[config.mk]
export PLATFORM = sky130hd
export DESIGN_NAME = pose_deadband_average_polar
export DESIGN_NICKNAME = d
export VERILOG_FILES = /design/src/hw/rtl/pdap_pkg.sv /design/src/hw/rtl/pose_deadband_average_polar.sv /design/src/hw/rtl/pdap_div.sv /design/src/hw/rtl/pdap_sqrt.sv
export SDC_FILE = /design/constraint.sdc
export NUM_CORES = 2
export LEC_CHECK = 0
export BUFFER_PORTS_ARGS = -buffer_cell sky130_fd_sc_hd__buf_2
export CAP_MARGIN = 25
export CORE_ASPECT_RATIO = 0.75
export CORE_UTILIZATION = 25
export CTS_CLUSTER_SIZE = 8
export DETAILED_ROUTE_END_ITERATION = 10
export PLACE_DENSITY = 0.41
export SLEW_MARGIN = 0
export SYNTH_ARGS = -nofsm -noshare
export SYNTH_HDL_FRONTEND = slang
export SYNTH_HIERARCHICAL = 1
export SYNTH_SLANG_ARGS = --single-unit
[constraint.sdc]
create_clock -name clk_i -period 8.06 [get_ports clk_i]
set_input_delay 1.612 -clock clk_i [delete_from_list [all_inputs] [get_ports clk_i]]
set_output_delay 1.612 -clock clk_i [all_outputs]
set_load 0.01 [all_outputs]
[src/hw/rtl/pdap_pkg.sv]
// Shared types, constants and the arctangent table of the pose filter.
// Used by every file of the pose_deadband_average_polar block; depends on nothing.
package pdap_pkg;

  localparam int unsigned WindowDepth = 10;
  localparam int unsigned DataW       = 24;
  localparam int unsigned BandW       = 23;
  localparam int unsigned DirW        = 17;
  localparam int unsigned CfgW        = 24;
  localparam int unsigned CfgIdxW     = 2;
  localparam int unsigned CntW        = $clog2(WindowDepth + 1);
  localparam int unsigned IdxW        = $clog2(WindowDepth);
  localparam int unsigned SumW        = DataW + CntW;
  localparam int unsigned DivNumW     = SumW + 1;
  localparam int unsigned DivDenW     = CntW + 1;
  localparam int unsigned SqW         = 2 * DataW;
  localparam int unsigned CordicSteps = 20;
  localparam int unsigned StepW       = 5;
  localparam int unsigned CordicFracW = 16;
  localparam int unsigned CordicW     = DataW + CordicFracW + 4;
  localparam int unsigned AccW        = 27;
  localparam int unsigned DirLimit    = 46080;
  localparam int unsigned HalfTurn    = 180;

  typedef enum logic [CfgIdxW-1:0] {
    CfgHeadingBand = 2'd0,
    CfgXBand       = 2'd1,
    CfgYBand       = 2'd2,
    CfgLengthFloor = 2'd3
  } pdap_cfg_e;

  typedef enum logic [3:0] {
    StIdle,
    StSum,
    StDivStart,
    StDivWait,
    StSqX,
    StSqY,
    StSqAdd,
    StSqrtStart,
    StSqrtWait,
    StCordicInit,
    StCordic,
    StRound,
    StLoad
  } pdap_state_e;

  // Handshake status of an iterative arithmetic unit.
  typedef struct packed {
    logic busy;
    logic done;
  } pdap_unit_sts_t;

  // atan(2^-i) in units of 2^-16 degree.
  function automatic logic [AccW-1:0] atan_step(input logic [StepW-1:0] i);
    logic [AccW-1:0] v;
    unique case (i)
      5'd0:    v = AccW'(2949120);
      5'd1:    v = AccW'(1740967);
      5'd2:    v = AccW'(919879);
      5'd3:    v = AccW'(466945);
      5'd4:    v = AccW'(234379);
      5'd5:    v = AccW'(117304);
      5'd6:    v = AccW'(58666);
      5'd7:    v = AccW'(29335);
      5'd8:    v = AccW'(14668);
      5'd9:    v = AccW'(7334);
      5'd10:   v = AccW'(3667);
      5'd11:   v = AccW'(1833);
      5'd12:   v = AccW'(917);
      5'd13:   v = AccW'(458);
      5'd14:   v = AccW'(229);
      5'd15:   v = AccW'(115);
      5'd16:   v = AccW'(57);
      5'd17:   v = AccW'(29);
      5'd18:   v = AccW'(14);
      5'd19:   v = AccW'(7);
      default: v = '0;
    endcase
    return v;
  endfunction

endpackage

[src/hw/rtl/pose_deadband_average_polar.sv]
// Pose filter top level: dead band, windowed mean and polar conversion.
// Depends on pdap_pkg, pdap_div and pdap_sqrt.
//
// Usage: one pose item (heading, x, y) enters on the input channel when
// in_valid_i is high and in_stall_o is low. Each value below its dead band
// is zeroed and stored in its own window of ten entries; the windows give a
// mean (or zero when zeros are the majority), and the filtered x and y are
// turned into a direction in units of 2^-8 degree and a length. One result item leaves
// on the output channel per input item, held while out_stall_i is high.
// Processing runs in order: the windows are summed, each mean is divided in
// the shared bit-serial divider (a mean that is zero by majority skips it),
// x and y are squared in one multiplier, the square root unit gives the
// length, CORDIC steps give the direction (skipped when filtered x and y
// are both zero), and the result is rounded and loaded.
// The block takes one item at a time and is ready again in the cycle after
// the result is loaded.
// The output register lets a new item be taken while the last result still
// waits; the new result is loaded only once the old one has been taken.
// Reset clears the window fill count and the handshake state and restores
// the dead bands and the length floor to their defaults. The configuration
// port writes one register per cycle and is meant to be used while idle.
module pose_deadband_average_polar (
  input  logic                                clk_i,
  input  logic                                rst_ni,
  input  logic                                in_valid_i,
  output logic                                in_stall_o,
  input  logic signed [pdap_pkg::DataW-1:0]   heading_in_i,
  input  logic signed [pdap_pkg::DataW-1:0]   pos_x_in_i,
  input  logic signed [pdap_pkg::DataW-1:0]   pos_y_in_i,
  output logic                                out_valid_o,
  input  logic                                out_stall_i,
  output logic signed [pdap_pkg::DataW-1:0]   heading_out_o,
  output logic signed [pdap_pkg::DirW-1:0]    direction_out_o,
  output logic        [pdap_pkg::DataW-1:0]   length_out_o,
  input  logic                                cfg_we_i,
  input  logic [pdap_pkg::CfgIdxW-1:0]        cfg_idx_i,
  input  logic [pdap_pkg::CfgW-1:0]           cfg_data_i
);

  localparam int unsigned DataW   = pdap_pkg::DataW;
  localparam int unsigned CntW    = pdap_pkg::CntW;
  localparam int unsigned IdxW    = pdap_pkg::IdxW;
  localparam int unsigned SumW    = pdap_pkg::SumW;
  localparam int unsigned AccW    = pdap_pkg::AccW;
  localparam int unsigned CordicW = pdap_pkg::CordicW;
  localparam logic signed [AccW-1:0] HalfTurnAcc =
    AccW'(pdap_pkg::HalfTurn * (1 << pdap_pkg::CordicFracW));
  localparam logic signed [AccW-1:0] DirMax = AccW'(pdap_pkg::DirLimit);

  // Configuration registers.
  logic [pdap_pkg::BandW-1:0] heading_band_q, x_band_q, y_band_q;
  logic [DataW-1:0]           length_floor_q;

  always_ff @(posedge clk_i or negedge rst_ni) begin
    if (!rst_ni) begin
      heading_band_q <= pdap_pkg::BandW'(256);
      x_band_q       <= pdap_pkg::BandW'(1792);
      y_band_q       <= pdap_pkg::BandW'(512);
      length_floor_q <= DataW'(2560);
    end else if (cfg_we_i) begin
      unique case (pdap_pkg::pdap_cfg_e'(cfg_idx_i))
        pdap_pkg::CfgHeadingBand: heading_band_q <= cfg_data_i[pdap_pkg::BandW-1:0];
        pdap_pkg::CfgXBand:       x_band_q       <= cfg_data_i[pdap_pkg::BandW-1:0];
        pdap_pkg::CfgYBand:       y_band_q       <= cfg_data_i[pdap_pkg::BandW-1:0];
        pdap_pkg::CfgLengthFloor: length_floor_q <= cfg_data_i[DataW-1:0];
        default: ;
      endcase
    end
  end

  // A value whose magnitude is below the band reads as zero.
  function automatic logic signed [DataW-1:0] dead_band(
    input logic signed [DataW-1:0]  v,
    input logic [pdap_pkg::BandW-1:0] band
  );
    logic [DataW-1:0] mag;
    mag = v[DataW-1] ? DataW'(-v) : DataW'(v);
    return (mag < {1'b0, band}) ? '0 : v;
  endfunction

  pdap_pkg::pdap_state_e state_q, state_d;

  logic accept, load_out, div_start, sqrt_start;
  logic sum_last, cur_majority_zero;

  // Window storage and bookkeeping.
  logic signed [DataW-1:0] h_win_q [pdap_pkg::WindowDepth];
  logic signed [DataW-1:0] x_win_q [pdap_pkg::WindowDepth];
  logic signed [DataW-1:0] y_win_q [pdap_pkg::WindowDepth];
  logic [CntW-1:0]         fill_q;
  logic [IdxW-1:0]         oldest_q, rd_idx_q, wr_slot;
  logic                    full;

  logic signed [SumW-1:0]  sum_q  [3];
  logic [CntW-1:0]         zero_q [3];
  logic signed [DataW-1:0] win_rd [3];
  logic [1:0]              ch_q;
  logic signed [DataW-1:0] filt_q [3];

  logic signed [SumW-1:0]        cur_sum;
  logic [SumW-1:0]               cur_abs;
  logic [pdap_pkg::DivNumW-1:0]  div_num, div_quo;
  logic [pdap_pkg::DivDenW-1:0]  div_den;
  logic [DataW-1:0]              div_q;
  pdap_pkg::pdap_unit_sts_t      div_sts, sqrt_sts;

  logic signed [DataW-1:0]       mul_op;
  logic signed [pdap_pkg::SqW-1:0] sq;
  logic [pdap_pkg::SqW-1:0]      prod_q, rad_q;
  logic [DataW-1:0]              root, len_q;

  logic signed [CordicW-1:0]     cx_q, cy_q, xs, ys, xe, ye;
  logic signed [AccW-1:0]        acc_q, at, acc_abs, rnd_mag, rnd_val;
  logic [pdap_pkg::StepW-1:0]    step_q;
  logic signed [pdap_pkg::DirW-1:0] dir_q;

  logic                          out_valid_q;
  logic signed [DataW-1:0]       heading_out_q;
  logic signed [pdap_pkg::DirW-1:0] direction_out_q;
  logic [DataW-1:0]              length_out_q;

  assign full    = fill_q == CntW'(pdap_pkg::WindowDepth);
  assign wr_slot = full ? oldest_q : fill_q[IdxW-1:0];

  assign win_rd[0] = h_win_q[rd_idx_q];
  assign win_rd[1] = x_win_q[rd_idx_q];
  assign win_rd[2] = y_win_q[rd_idx_q];
  assign sum_last  = (CntW'(rd_idx_q) + CntW'(1)) == fill_q;

  // Per-channel mean: floor((2|sum| + n) / 2n), sign restored afterwards.
  assign cur_sum           = sum_q[ch_q];
  assign cur_abs           = cur_sum[SumW-1] ? SumW'(-cur_sum) : SumW'(cur_sum);
  assign cur_majority_zero = {zero_q[ch_q], 1'b0} > {1'b0, fill_q};
  assign div_num           = {cur_abs, 1'b0} + pdap_pkg::DivNumW'(fill_q);
  assign div_den           = {fill_q, 1'b0};
  assign div_q             = div_quo[DataW-1:0];

  pdap_div u_div (
    .clk_i   (clk_i),
    .rst_ni  (rst_ni),
    .start_i (div_start),
    .num_i   (div_num),
    .den_i   (div_den),
    .sts_o   (div_sts),
    .quo_o   (div_quo)
  );

  assign mul_op = (state_q == pdap_pkg::StSqX) ? filt_q[1] : filt_q[2];
  assign sq     = mul_op * mul_op;

  pdap_sqrt u_sqrt (
    .clk_i   (clk_i),
    .rst_ni  (rst_ni),
    .start_i (sqrt_start),
    .rad_i   (rad_q),
    .sts_o   (sqrt_sts),
    .root_o  (root)
  );

  // CORDIC vectoring step with floor shifts.
  assign xs  = cx_q >>> step_q;
  assign ys  = cy_q >>> step_q;
  assign at  = pdap_pkg::atan_step(step_q);
  assign xe  = {{(CordicW - DataW - pdap_pkg::CordicFracW){filt_q[1][DataW-1]}},
                filt_q[1], {pdap_pkg::CordicFracW{1'b0}}};
  assign ye  = {{(CordicW - DataW - pdap_pkg::CordicFracW){filt_q[2][DataW-1]}},
                filt_q[2], {pdap_pkg::CordicFracW{1'b0}}};

  // Round the angle to 2^-8 degree, ties away from zero, then clamp.
  assign acc_abs = acc_q[AccW-1] ? -acc_q : acc_q;
  assign rnd_mag = (acc_abs + AccW'(128)) >>> 8;
  assign rnd_val = acc_q[AccW-1] ? -rnd_mag : rnd_mag;

  // Next state.
  always_comb begin
    state_d = state_q;
    unique case (state_q)
      pdap_pkg::StIdle:       if (in_valid_i) state_d = pdap_pkg::StSum;
      pdap_pkg::StSum:        if (sum_last) state_d = pdap_pkg::StDivStart;
      pdap_pkg::StDivStart: begin
        if (!cur_majority_zero) begin
          state_d = pdap_pkg::StDivWait;
        end else if (ch_q == 2'd2) begin
          state_d = pdap_pkg::StSqX;
        end
      end
      pdap_pkg::StDivWait: begin
        if (div_sts.done) begin
          state_d = (ch_q == 2'd2) ? pdap_pkg::StSqX : pdap_pkg::StDivStart;
        end
      end
      pdap_pkg::StSqX:        state_d = pdap_pkg::StSqY;
      pdap_pkg::StSqY:        state_d = pdap_pkg::StSqAdd;
      pdap_pkg::StSqAdd:      state_d = pdap_pkg::StSqrtStart;
      pdap_pkg::StSqrtStart:  state_d = pdap_pkg::StSqrtWait;
      pdap_pkg::StSqrtWait:   if (sqrt_sts.done) state_d = pdap_pkg::StCordicInit;
      pdap_pkg::StCordicInit: begin
        if (filt_q[1] == '0 && filt_q[2] == '0) begin
          state_d = pdap_pkg::StRound;
        end else begin
          state_d = pdap_pkg::StCordic;
        end
      end
      pdap_pkg::StCordic: begin
        if (step_q == pdap_pkg::StepW'(pdap_pkg::CordicSteps - 1)) begin
          state_d = pdap_pkg::StRound;
        end
      end
      pdap_pkg::StRound:      state_d = pdap_pkg::StLoad;
      pdap_pkg::StLoad:       if (!out_valid_q || !out_stall_i) state_d = pdap_pkg::StIdle;
      default:                state_d = pdap_pkg::StIdle;
    endcase
  end

  // Control strobes.
  always_comb begin
    in_stall_o = state_q != pdap_pkg::StIdle;
    accept     = in_valid_i && (state_q == pdap_pkg::StIdle);
    div_start  = (state_q == pdap_pkg::StDivStart) && !cur_majority_zero;
    sqrt_start = state_q == pdap_pkg::StSqrtStart;
    load_out   = (state_q == pdap_pkg::StLoad) && (!out_valid_q || !out_stall_i);
  end

  always_ff @(posedge clk_i or negedge rst_ni) begin
    if (!rst_ni) begin
      state_q     <= pdap_pkg::StIdle;
      fill_q      <= '0;
      oldest_q    <= '0;
      out_valid_q <= 1'b0;
    end else begin
      state_q <= state_d;
      if (accept) begin
        if (full) begin
          oldest_q <= (oldest_q == IdxW'(pdap_pkg::WindowDepth - 1)) ? '0
                                                                     : oldest_q + IdxW'(1);
        end else begin
          fill_q <= fill_q + CntW'(1);
        end
      end
      if (load_out) begin
        out_valid_q <= 1'b1;
      end else if (!out_stall_i) begin
        out_valid_q <= 1'b0;
      end
    end
  end

  // Window writes: the three windows share one slot.
  always_ff @(posedge clk_i) begin
    if (accept) begin
      h_win_q[wr_slot] <= dead_band(heading_in_i, heading_band_q);
      x_win_q[wr_slot] <= dead_band(pos_x_in_i, x_band_q);
      y_win_q[wr_slot] <= dead_band(pos_y_in_i, y_band_q);
    end
  end

  // Datapath registers, sequenced by the state.
  always_ff @(posedge clk_i) begin
    unique case (state_q)
      pdap_pkg::StIdle: begin
        rd_idx_q <= '0;
        ch_q     <= '0;
        for (int c = 0; c < 3; c++) begin
          sum_q[c]  <= '0;
          zero_q[c] <= '0;
        end
      end
      pdap_pkg::StSum: begin
        rd_idx_q <= rd_idx_q + IdxW'(1);
        for (int c = 0; c < 3; c++) begin
          sum_q[c]  <= sum_q[c] + {{CntW{win_rd[c][DataW-1]}}, win_rd[c]};
          zero_q[c] <= zero_q[c] + CntW'(win_rd[c] == '0);
        end
      end
      pdap_pkg::StDivStart: begin
        if (cur_majority_zero) begin
          filt_q[ch_q] <= '0;
          ch_q         <= ch_q + 2'd1;
        end
      end
      pdap_pkg::StDivWait: begin
        if (div_sts.done) begin
          filt_q[ch_q] <= cur_sum[SumW-1] ? -$signed(div_q) : $signed(div_q);
          ch_q         <= ch_q + 2'd1;
        end
      end
      pdap_pkg::StSqX: prod_q <= pdap_pkg::SqW'(sq);
      pdap_pkg::StSqY: begin
        rad_q  <= prod_q;
        prod_q <= pdap_pkg::SqW'(sq);
      end
      pdap_pkg::StSqAdd: rad_q <= rad_q + prod_q;
      pdap_pkg::StSqrtStart: ;
      pdap_pkg::StSqrtWait: begin
        if (sqrt_sts.done) begin
          len_q <= (root < length_floor_q) ? '0 : root;
        end
      end
      pdap_pkg::StCordicInit: begin
        step_q <= '0;
        if (filt_q[1][DataW-1]) begin
          cx_q  <= -xe;
          cy_q  <= -ye;
          acc_q <= filt_q[2][DataW-1] ? -HalfTurnAcc : HalfTurnAcc;
        end else begin
          cx_q  <= xe;
          cy_q  <= ye;
          acc_q <= '0;
        end
      end
      pdap_pkg::StCordic: begin
        step_q <= step_q + pdap_pkg::StepW'(1);
        if (cy_q[CordicW-1]) begin
          cx_q  <= cx_q - ys;
          cy_q  <= cy_q + xs;
          acc_q <= acc_q - at;
        end else begin
          cx_q  <= cx_q + ys;
          cy_q  <= cy_q - xs;
          acc_q <= acc_q + at;
        end
      end
      pdap_pkg::StRound: begin
        if (rnd_val > DirMax) begin
          dir_q <= pdap_pkg::DirW'(DirMax);
        end else if (rnd_val < -DirMax) begin
          dir_q <= pdap_pkg::DirW'(-DirMax);
        end else begin
          dir_q <= pdap_pkg::DirW'(rnd_val);
        end
      end
      pdap_pkg::StLoad: ;
      default: ;
    endcase
  end

  // Output register; the direction reads zero when length and heading are both zero.
  always_ff @(posedge clk_i) begin
    if (load_out) begin
      heading_out_q   <= filt_q[0];
      length_out_q    <= len_q;
      direction_out_q <= (len_q == '0 && filt_q[0] == '0) ? '0 : dir_q;
    end
  end

  assign out_valid_o     = out_valid_q;
  assign heading_out_o   = heading_out_q;
  assign direction_out_o = direction_out_q;
  assign length_out_o    = length_out_q;

endmodule

[src/hw/rtl/pdap_div.sv]
// Bit-serial restoring divider, one quotient bit per cycle.
// Depends on pdap_pkg.
module pdap_div (
  input  logic                               clk_i,
  input  logic                               rst_ni,
  input  logic                               start_i,
  input  logic [pdap_pkg::DivNumW-1:0]       num_i,
  input  logic [pdap_pkg::DivDenW-1:0]       den_i,
  output pdap_pkg::pdap_unit_sts_t           sts_o,
  output logic [pdap_pkg::DivNumW-1:0]       quo_o
);

  localparam int unsigned CW = $clog2(pdap_pkg::DivNumW + 1);

  logic                             busy_q, done_q;
  logic [CW-1:0]                    cnt_q;
  logic [pdap_pkg::DivDenW-1:0]     rem_q, den_q, rem_d;
  logic [pdap_pkg::DivNumW-1:0]     quo_q;
  logic [pdap_pkg::DivDenW:0]       shifted, diff;
  logic                             fits;

  assign shifted = {rem_q, quo_q[pdap_pkg::DivNumW-1]};
  assign fits    = shifted >= {1'b0, den_q};
  assign diff    = shifted - {1'b0, den_q};
  assign rem_d   = fits ? diff[pdap_pkg::DivDenW-1:0] : shifted[pdap_pkg::DivDenW-1:0];

  always_ff @(posedge clk_i or negedge rst_ni) begin
    if (!rst_ni) begin
      busy_q <= 1'b0;
      done_q <= 1'b0;
      cnt_q  <= '0;
    end else begin
      done_q <= 1'b0;
      if (start_i) begin
        busy_q <= 1'b1;
        cnt_q  <= CW'(pdap_pkg::DivNumW);
      end else if (busy_q) begin
        cnt_q <= cnt_q - CW'(1);
        if (cnt_q == CW'(1)) begin
          busy_q <= 1'b0;
          done_q <= 1'b1;
        end
      end
    end
  end

  always_ff @(posedge clk_i) begin
    if (start_i) begin
      quo_q <= num_i;
      rem_q <= '0;
      den_q <= den_i;
    end else if (busy_q) begin
      quo_q <= {quo_q[pdap_pkg::DivNumW-2:0], fits};
      rem_q <= rem_d;
    end
  end

  assign sts_o.busy = busy_q;
  assign sts_o.done = done_q;
  assign quo_o      = quo_q;

endmodule

[src/hw/rtl/pdap_sqrt.sv]
// Digit-by-digit integer square root with round to nearest, two radicand bits per cycle.
// Depends on pdap_pkg.
module pdap_sqrt (
  input  logic                           clk_i,
  input  logic                           rst_ni,
  input  logic                           start_i,
  input  logic [pdap_pkg::SqW-1:0]       rad_i,
  output pdap_pkg::pdap_unit_sts_t       sts_o,
  output logic [pdap_pkg::DataW-1:0]     root_o
);

  localparam int unsigned Steps = pdap_pkg::SqW / 2;
  localparam int unsigned CW    = $clog2(Steps + 1);

  logic                          busy_q, done_q;
  logic [CW-1:0]                 cnt_q;
  logic [pdap_pkg::SqW-1:0]      r_q, bit_q, rem_q, tsum;
  logic                          ge;
  logic [pdap_pkg::DataW:0]      rnd;
  logic                          sat;

  assign tsum = r_q + bit_q;
  assign ge   = rem_q >= tsum;

  always_ff @(posedge clk_i or negedge rst_ni) begin
    if (!rst_ni) begin
      busy_q <= 1'b0;
      done_q <= 1'b0;
      cnt_q  <= '0;
    end else begin
      done_q <= 1'b0;
      if (start_i) begin
        busy_q <= 1'b1;
        cnt_q  <= CW'(Steps);
      end else if (busy_q) begin
        cnt_q <= cnt_q - CW'(1);
        if (cnt_q == CW'(1)) begin
          busy_q <= 1'b0;
          done_q <= 1'b1;
        end
      end
    end
  end

  always_ff @(posedge clk_i) begin
    if (start_i) begin
      r_q   <= '0;
      bit_q <= {2'b01, {(pdap_pkg::SqW - 2){1'b0}}};
      rem_q <= rad_i;
    end else if (busy_q) begin
      rem_q <= ge ? rem_q - tsum : rem_q;
      r_q   <= ge ? (r_q >> 1) + bit_q : r_q >> 1;
      bit_q <= bit_q >> 2;
    end
  end

  // Round up when the remainder exceeds the root, then saturate.
  assign rnd    = {1'b0, r_q[pdap_pkg::DataW-1:0]} + (pdap_pkg::DataW + 1)'(rem_q > r_q);
  assign sat    = rnd[pdap_pkg::DataW] | (|r_q[pdap_pkg::SqW-1:pdap_pkg::DataW]);
  assign root_o = sat ? '1 : rnd[pdap_pkg::DataW-1:0];

  assign sts_o.busy = busy_q;
  assign sts_o.done = done_q;

endmodule

* Word level (Yosys, flattened, before mapping)
Memory sizes are Yosys's and may differ from the RTL's. A register that Yosys moved wholly into a read port is not among the register bits.
Index checks and enable logic that the tools add are counted.
** Word-level totals
- Output and inout bits :: 67
- Bits in read-only memories :: 704
- Input port bits :: 103
- Memories :: 7
- Bits in writable memories :: 888
- Flip-flop bits (word level) :: 606
** Memories
- (no name shown) :: words 32, bits a word 22, read ports 1, clocked after Yosys merged registers in 1, wr ports 0, line pdap_pkg.sv:57 : unique case (i)
- h_win_q :: words 10, bits a word 24, read ports 1, clocked after Yosys merged registers in 1, wr ports 1, line pose_deadband_average_polar.sv:87 : logic signed [DataW-1:0] h_win_q [pdap_pkg::WindowDepth];
- x_win_q :: words 10, bits a word 24, read ports 1, clocked after Yosys merged registers in 1, wr ports 1, line pose_deadband_average_polar.sv:88 : logic signed [DataW-1:0] x_win_q [pdap_pkg::WindowDepth];
- y_win_q :: words 10, bits a word 24, read ports 1, clocked after Yosys merged registers in 1, wr ports 1, line pose_deadband_average_polar.sv:89 : logic signed [DataW-1:0] y_win_q [pdap_pkg::WindowDepth];
- sum_q :: words 3, bits a word 28, read ports 4, clocked after Yosys merged registers in 1, wr ports 3, line pose_deadband_average_polar.sv:94 : logic signed [SumW-1:0] sum_q [3];
- filt_q :: words 3, bits a word 24, read ports 3, clocked after Yosys merged registers in 0, wr ports 1, line pose_deadband_average_polar.sv:98 : logic signed [DataW-1:0] filt_q [3];
- 1 more memories
** Cells by class
- Muxes and demuxes :: 92
- Order comparisons :: 10
- Bitwise operators :: 9
- Reduce and logical (&&, ||, !) cells :: 39
- Shift-type cells :: 2
- Multiply operators :: 1
- Equality and inequality tests :: 31
- Add/sub/neg operators :: 36
** Operator list (number)
- 24-bit two-way mux :: 10
- 48-bit two-way mux :: 4
- 44-bit two-way mux :: 4
- 44-bit case mux with 2 select lines :: 2
- 24-bit logical NOT :: 7
- 27-bit two-way mux :: 5
- 28-bit two-way mux :: 4
- 24-bit negation :: 4
- 48-bit case mux with 2 select lines :: 1
- 44-bit adder :: 2
- 40-bit negation with 44-bit output :: 2
- 44-bit by 5-bit >>> shifter with 44-bit output :: 2
- 44-bit subtractor :: 2
- 28-bit adder :: 3
- 24-bit by 23-bit < comparator with 1-bit output :: 3
- 4-bit two-way mux :: 16
- 29-bit two-way mux :: 2
- 27-bit case mux with 2 select lines :: 1
- 4-bit case mux with 13 select lines :: 1
- 47-bit by 47-bit adder with 48-bit output :: 1
- 48-bit by 47-bit adder with 48-bit output :: 1
- 48-bit adder :: 1
- 48-bit greater-or-equal comparator :: 1
- 48-bit greater-than comparator :: 1
- other kinds (56) :: 140

* Logic depth before layout (Yosys ltp)
- Depth in word-level cells :: 7
- Gate-level depth with buffers :: 36

* Hierarchy
Netlist, hierarchy kept.
** Modules (own cells, without submodules)
- pose_deadband_average_polar :: cells each 8718, area an instance 98166.6 um^2, times used 1
- pdap_sqrt :: cells each 1635, area an instance 12841.1 um^2, times used 1
- pdap_div :: cells each 156, area an instance 2198.4 um^2, times used 1

* Least setup slack after synthesis
Ideal clock, no wire load.
- Kind :: flip-flop to flip-flop
- From :: register state_q[3]
- To :: register prod_q[47] (netlist name), data pin
- Period minus slack after synthesis :: 8.807 ns
- Buffers on the path :: 4
- Cell stages (with the launch flop) :: 33
- Path slack :: -0.747 ns
- Arrival :: 8.548 ns
- Data required time :: 7.801 ns
- Cell sequence :: dfrtp_1 > clkbuf_1 > nand2b_1 > nor3_1 > clkbuf_1 > buf_1 > mux2_2 > buf_1 > nand2_1 > fa_1 > inv_1 > fa_1 > fa_1 > inv_1 > fa_1 > inv_1 > fa_1 > fa_1 > inv_1 > fa_1 > inv_1 > ha_1 > a21o_1 > a21o_1 > a21oi_1 > o21ai_0 > o41ai_1 > o32ai_1 > o41ai_1 > o41ai_1 > a21o_1 > a21oi_1 > xnor2_1
** Between the ends
- Longest elaborated chain between the ends :: 3
** RTL lines
- start: declaration :: line pose_deadband_average_polar.sv:81 : pdap_pkg::pdap_state_e state_q, state_d;
- start signal: assignment :: line pose_deadband_average_polar.sv:226 : state_q <= pdap_pkg::StIdle;
- start signal: assignment :: line pose_deadband_average_polar.sv:231 : state_q <= state_d;
- 4-bit by 3-bit equality test with 1-bit output :: line pose_deadband_average_polar.sv:148 : assign mul_op = (state_q == pdap_pkg::StSqX) ? filt_q[1] : filt_q[2];
- 24-bit two-way mux :: line pose_deadband_average_polar.sv:148
- 24-bit by 24-bit multiplier with 48-bit output :: line pose_deadband_average_polar.sv:149 : assign sq = mul_op * mul_op;
- via sq (one bit) :: line pose_deadband_average_polar.sv:108 : logic signed [pdap_pkg::SqW-1:0] sq;
- end signal: assignment :: line pose_deadband_average_polar.sv:287 : pdap_pkg::StSqX: prod_q <= pdap_pkg::SqW'(sq);
- end signal: assignment :: line pose_deadband_average_polar.sv:290 : prod_q <= pdap_pkg::SqW'(sq);
- end: declaration :: line pose_deadband_average_polar.sv:109 : logic [pdap_pkg::SqW-1:0] prod_q, rad_q;
The timed path passes the listed nets, and every way through them passes these cells.
A chain may end at the register's enable or synchronous reset.

* Final worst setup path
- From :: register state_q[2]
- To :: register prod_q[47] (netlist name), data pin
The elaborated chain is that of the path after synthesis.

==> impl_metrics.ini <==
[status]
status = finished with violations
violations = negative setup slack

[drt]
ant_nets = 0
via_per_inst = 4.90
wl_per_cell_um = 22.1
vias = 84700
drt_first_pass_iters = 6
routed_wl_um = 383000
drt-initial-drc-count = 6789
drc = 0

[timing]
finClkSkew_ps = 166
slew_viol_final = 0
setup_slack_ps = -262
setup-tns-final_ps = -1340
hold_violations = 0
rsz0062_at_grt = true
slew_headroom_pct = 22.8
period_needed_ps = 8320
finalSetupViolations = 9
fin_crit_sh_pct = 103
worstMarginPinSlew_ps = 1160
fmax_mhz = 120

[cts]
cts_max_level = 4
clock-sinks = 1522
numCtsBuffers = 220
cts.root.buffer_cell = clkbuf_16
clk_latency_ps = 970
clock_path_buffers = 4
cts_tree = yes
clk_pin_slew_worst_paths_ps = 50
cts_hold_buf = 0

[critical_path]
crit_fanout = 8
critical_path.most_common_cell = fa_1
cp_data_required_time_ps = 8660
r2r-end = prod_q[47]$_DFFE_PP_
critical_path.max_stage_delay_ps = 580
critPathTopFamily = adder cells
crit_path_start = state_q[2]$_DFFE_PN0P_
crit_buf_inv = 11
cp.arrival_ps = 8920
critPathSlowestCell = fa_1
r2r_slack_ps = -260
startpoint_type = register
end_kind = register
r2r-start = state_q[2]$_DFFE_PN0P_
path_class = reg2reg
worstRegToRegCells = 35

[synthesis]
synthesis.area_um2 = 113000
avgSynthCellArea_um2 = 10.8
ys_warn_count = 6
syn_nets = 11800
syn_inst = 10500

[hold_path]
whs_endpoint = heading_out_o[4]$_DFFE_PP_
hold_depth = 0
hold_class = reg2reg
hp-start = filt_q[0][4]$_DFFE_PP_

[final_layout]
drive_gt1_share_pct = 16.2
final_util_pct = 29.5
syn_to_final_growth_pct = 17.1
multiInputGateArea_um2 = 64600
num-nets-final = 12400
seqCellArea_um2 = 44100
fillers = 46500

[place]
port_buffers = 169
gp_congestion = 0.903
dp_slack_ps = -1170
dp_hpwl_um = 292000

[die]
die_h_um = 585
fp.dieArea_um2 = 455000
num_rows = 213
initial_utilization_pct = 25.2
design.core.area_um2 = 450000
io_pins = 170
die_w_um = 779

[power_and_ir_drop]
peakVddDrop_mv = 0.212
power_leakage_nw = 51.2
p_total_mw = 18.5
powerDensity_nw_per_um2 = 140

[global_routing]
grt_use_met2_pct = 23.9
track_usage_pct = 16.5
grt_pass1_wl_um = 569000
grt_pass1_vias = 85100
overflow = 0
grt_start_max_net_pins = 171
antenna_found_initial = 52
grt_util_met1_pct = 26.0
grt.met3_usage_pct = 2.31
gr-max-usage-layer = met1

[run]
cap_viol_max_count = 0
-- flip-flops by register name, summed over array words and instances (netlist names), 47 cells and up, named ones only --
register      flops
h_win_q         240
prod_q           47
sum_q            84
u_sqrt/r_q       48
u_sqrt/rem_q     48
filt_q           72
x_win_q         240
y_win_q         240
rad_q            48
-- cell usage in the layout, fill, tap and decap left out, drive strengths merged, types with 352 or more instances in the layout --
master,n
clkbuf,352
fa,563
edfxtp,1297
nor2,718
inv,1011
xnor2,472
ha,663
o21ai,520
a21oi,569
nand2,795
buf,820
-- where the power goes --
part | total (mW) | leakage [nW] | internal, mW | switching [mW]
logic | 1.01 | 35.1 | 0.341 | 0.664
registers | 8.84 | 13.1 | 8.79 | 0.0439
clock network | 8.70 | 2.97 | 5.07 | 3.63
total | 18.5 | 51.2 | 14.2 | 4.33
-- area by class of cell --
class | count | area share, %
Antenna cell | 10 | 0.0189
Clock buffer | 348 | 4.58
Clock inverter | 12 | 0.108
Inverter | 1016 | 2.89
Multi-Input combinational cell | 7526 | 48.7
Sequential cell | 1522 | 33.3
Tap cell | 6020 | 5.68
Timing Repair Buffer | 824 | 4.72
-- timing repair --
| action | in CTS | in global routing |
|---|---|---|
| gates resized for setup | 135 | 88 |
| pin swaps | 48 | 53 |
| setup endpoints to repair | 15 | 21 |
| setup buffers | 26 | 20 |
| cloned | 2 | 0 |
-- through the flow --
step                hold WS [ps]  cell area [um2]  std cells
finish                       455           133000      17300
global route                 472           133000      17300
CTS                          457           132000      17200
detailed placement           443           125000      16900
global placement             449           125000      16800
floorplan                    427           113000      10500
-- worst max-delay path by stage --
stage | endpoint | slack [ps] | depth (start not counted)
4_1_cts | prod_q[47]$_DFFE_PP_ | -350 | 36
3_5_place_dp | prod_q[47]$_DFFE_PP_ | -1170 | 33
5_1_grt | prod_q[47]$_DFFE_PP_ | -560 | 35
6_report | prod_q[47]$_DFFE_PP_ | -260 | 35
3_3_place_gp | prod_q[47]$_DFFE_PP_ | -1110 | 33
2_1_floorplan | prod_q[47]$_DFFE_PP_ | -30 | 34
-- metal layers --
layer | share of wire [%] | wire length [um] | vias to the layer above
met5 | 0.054 | 206 | -
li1 | - | - | 39100
met2 | 41 | 158000 | 2237
met1 | 51 | 196000 | 42900
met4 | 1.7 | 6440 | 34
met3 | 5.7 | 21900 | 387
Power figures use the tool's default switching activity.
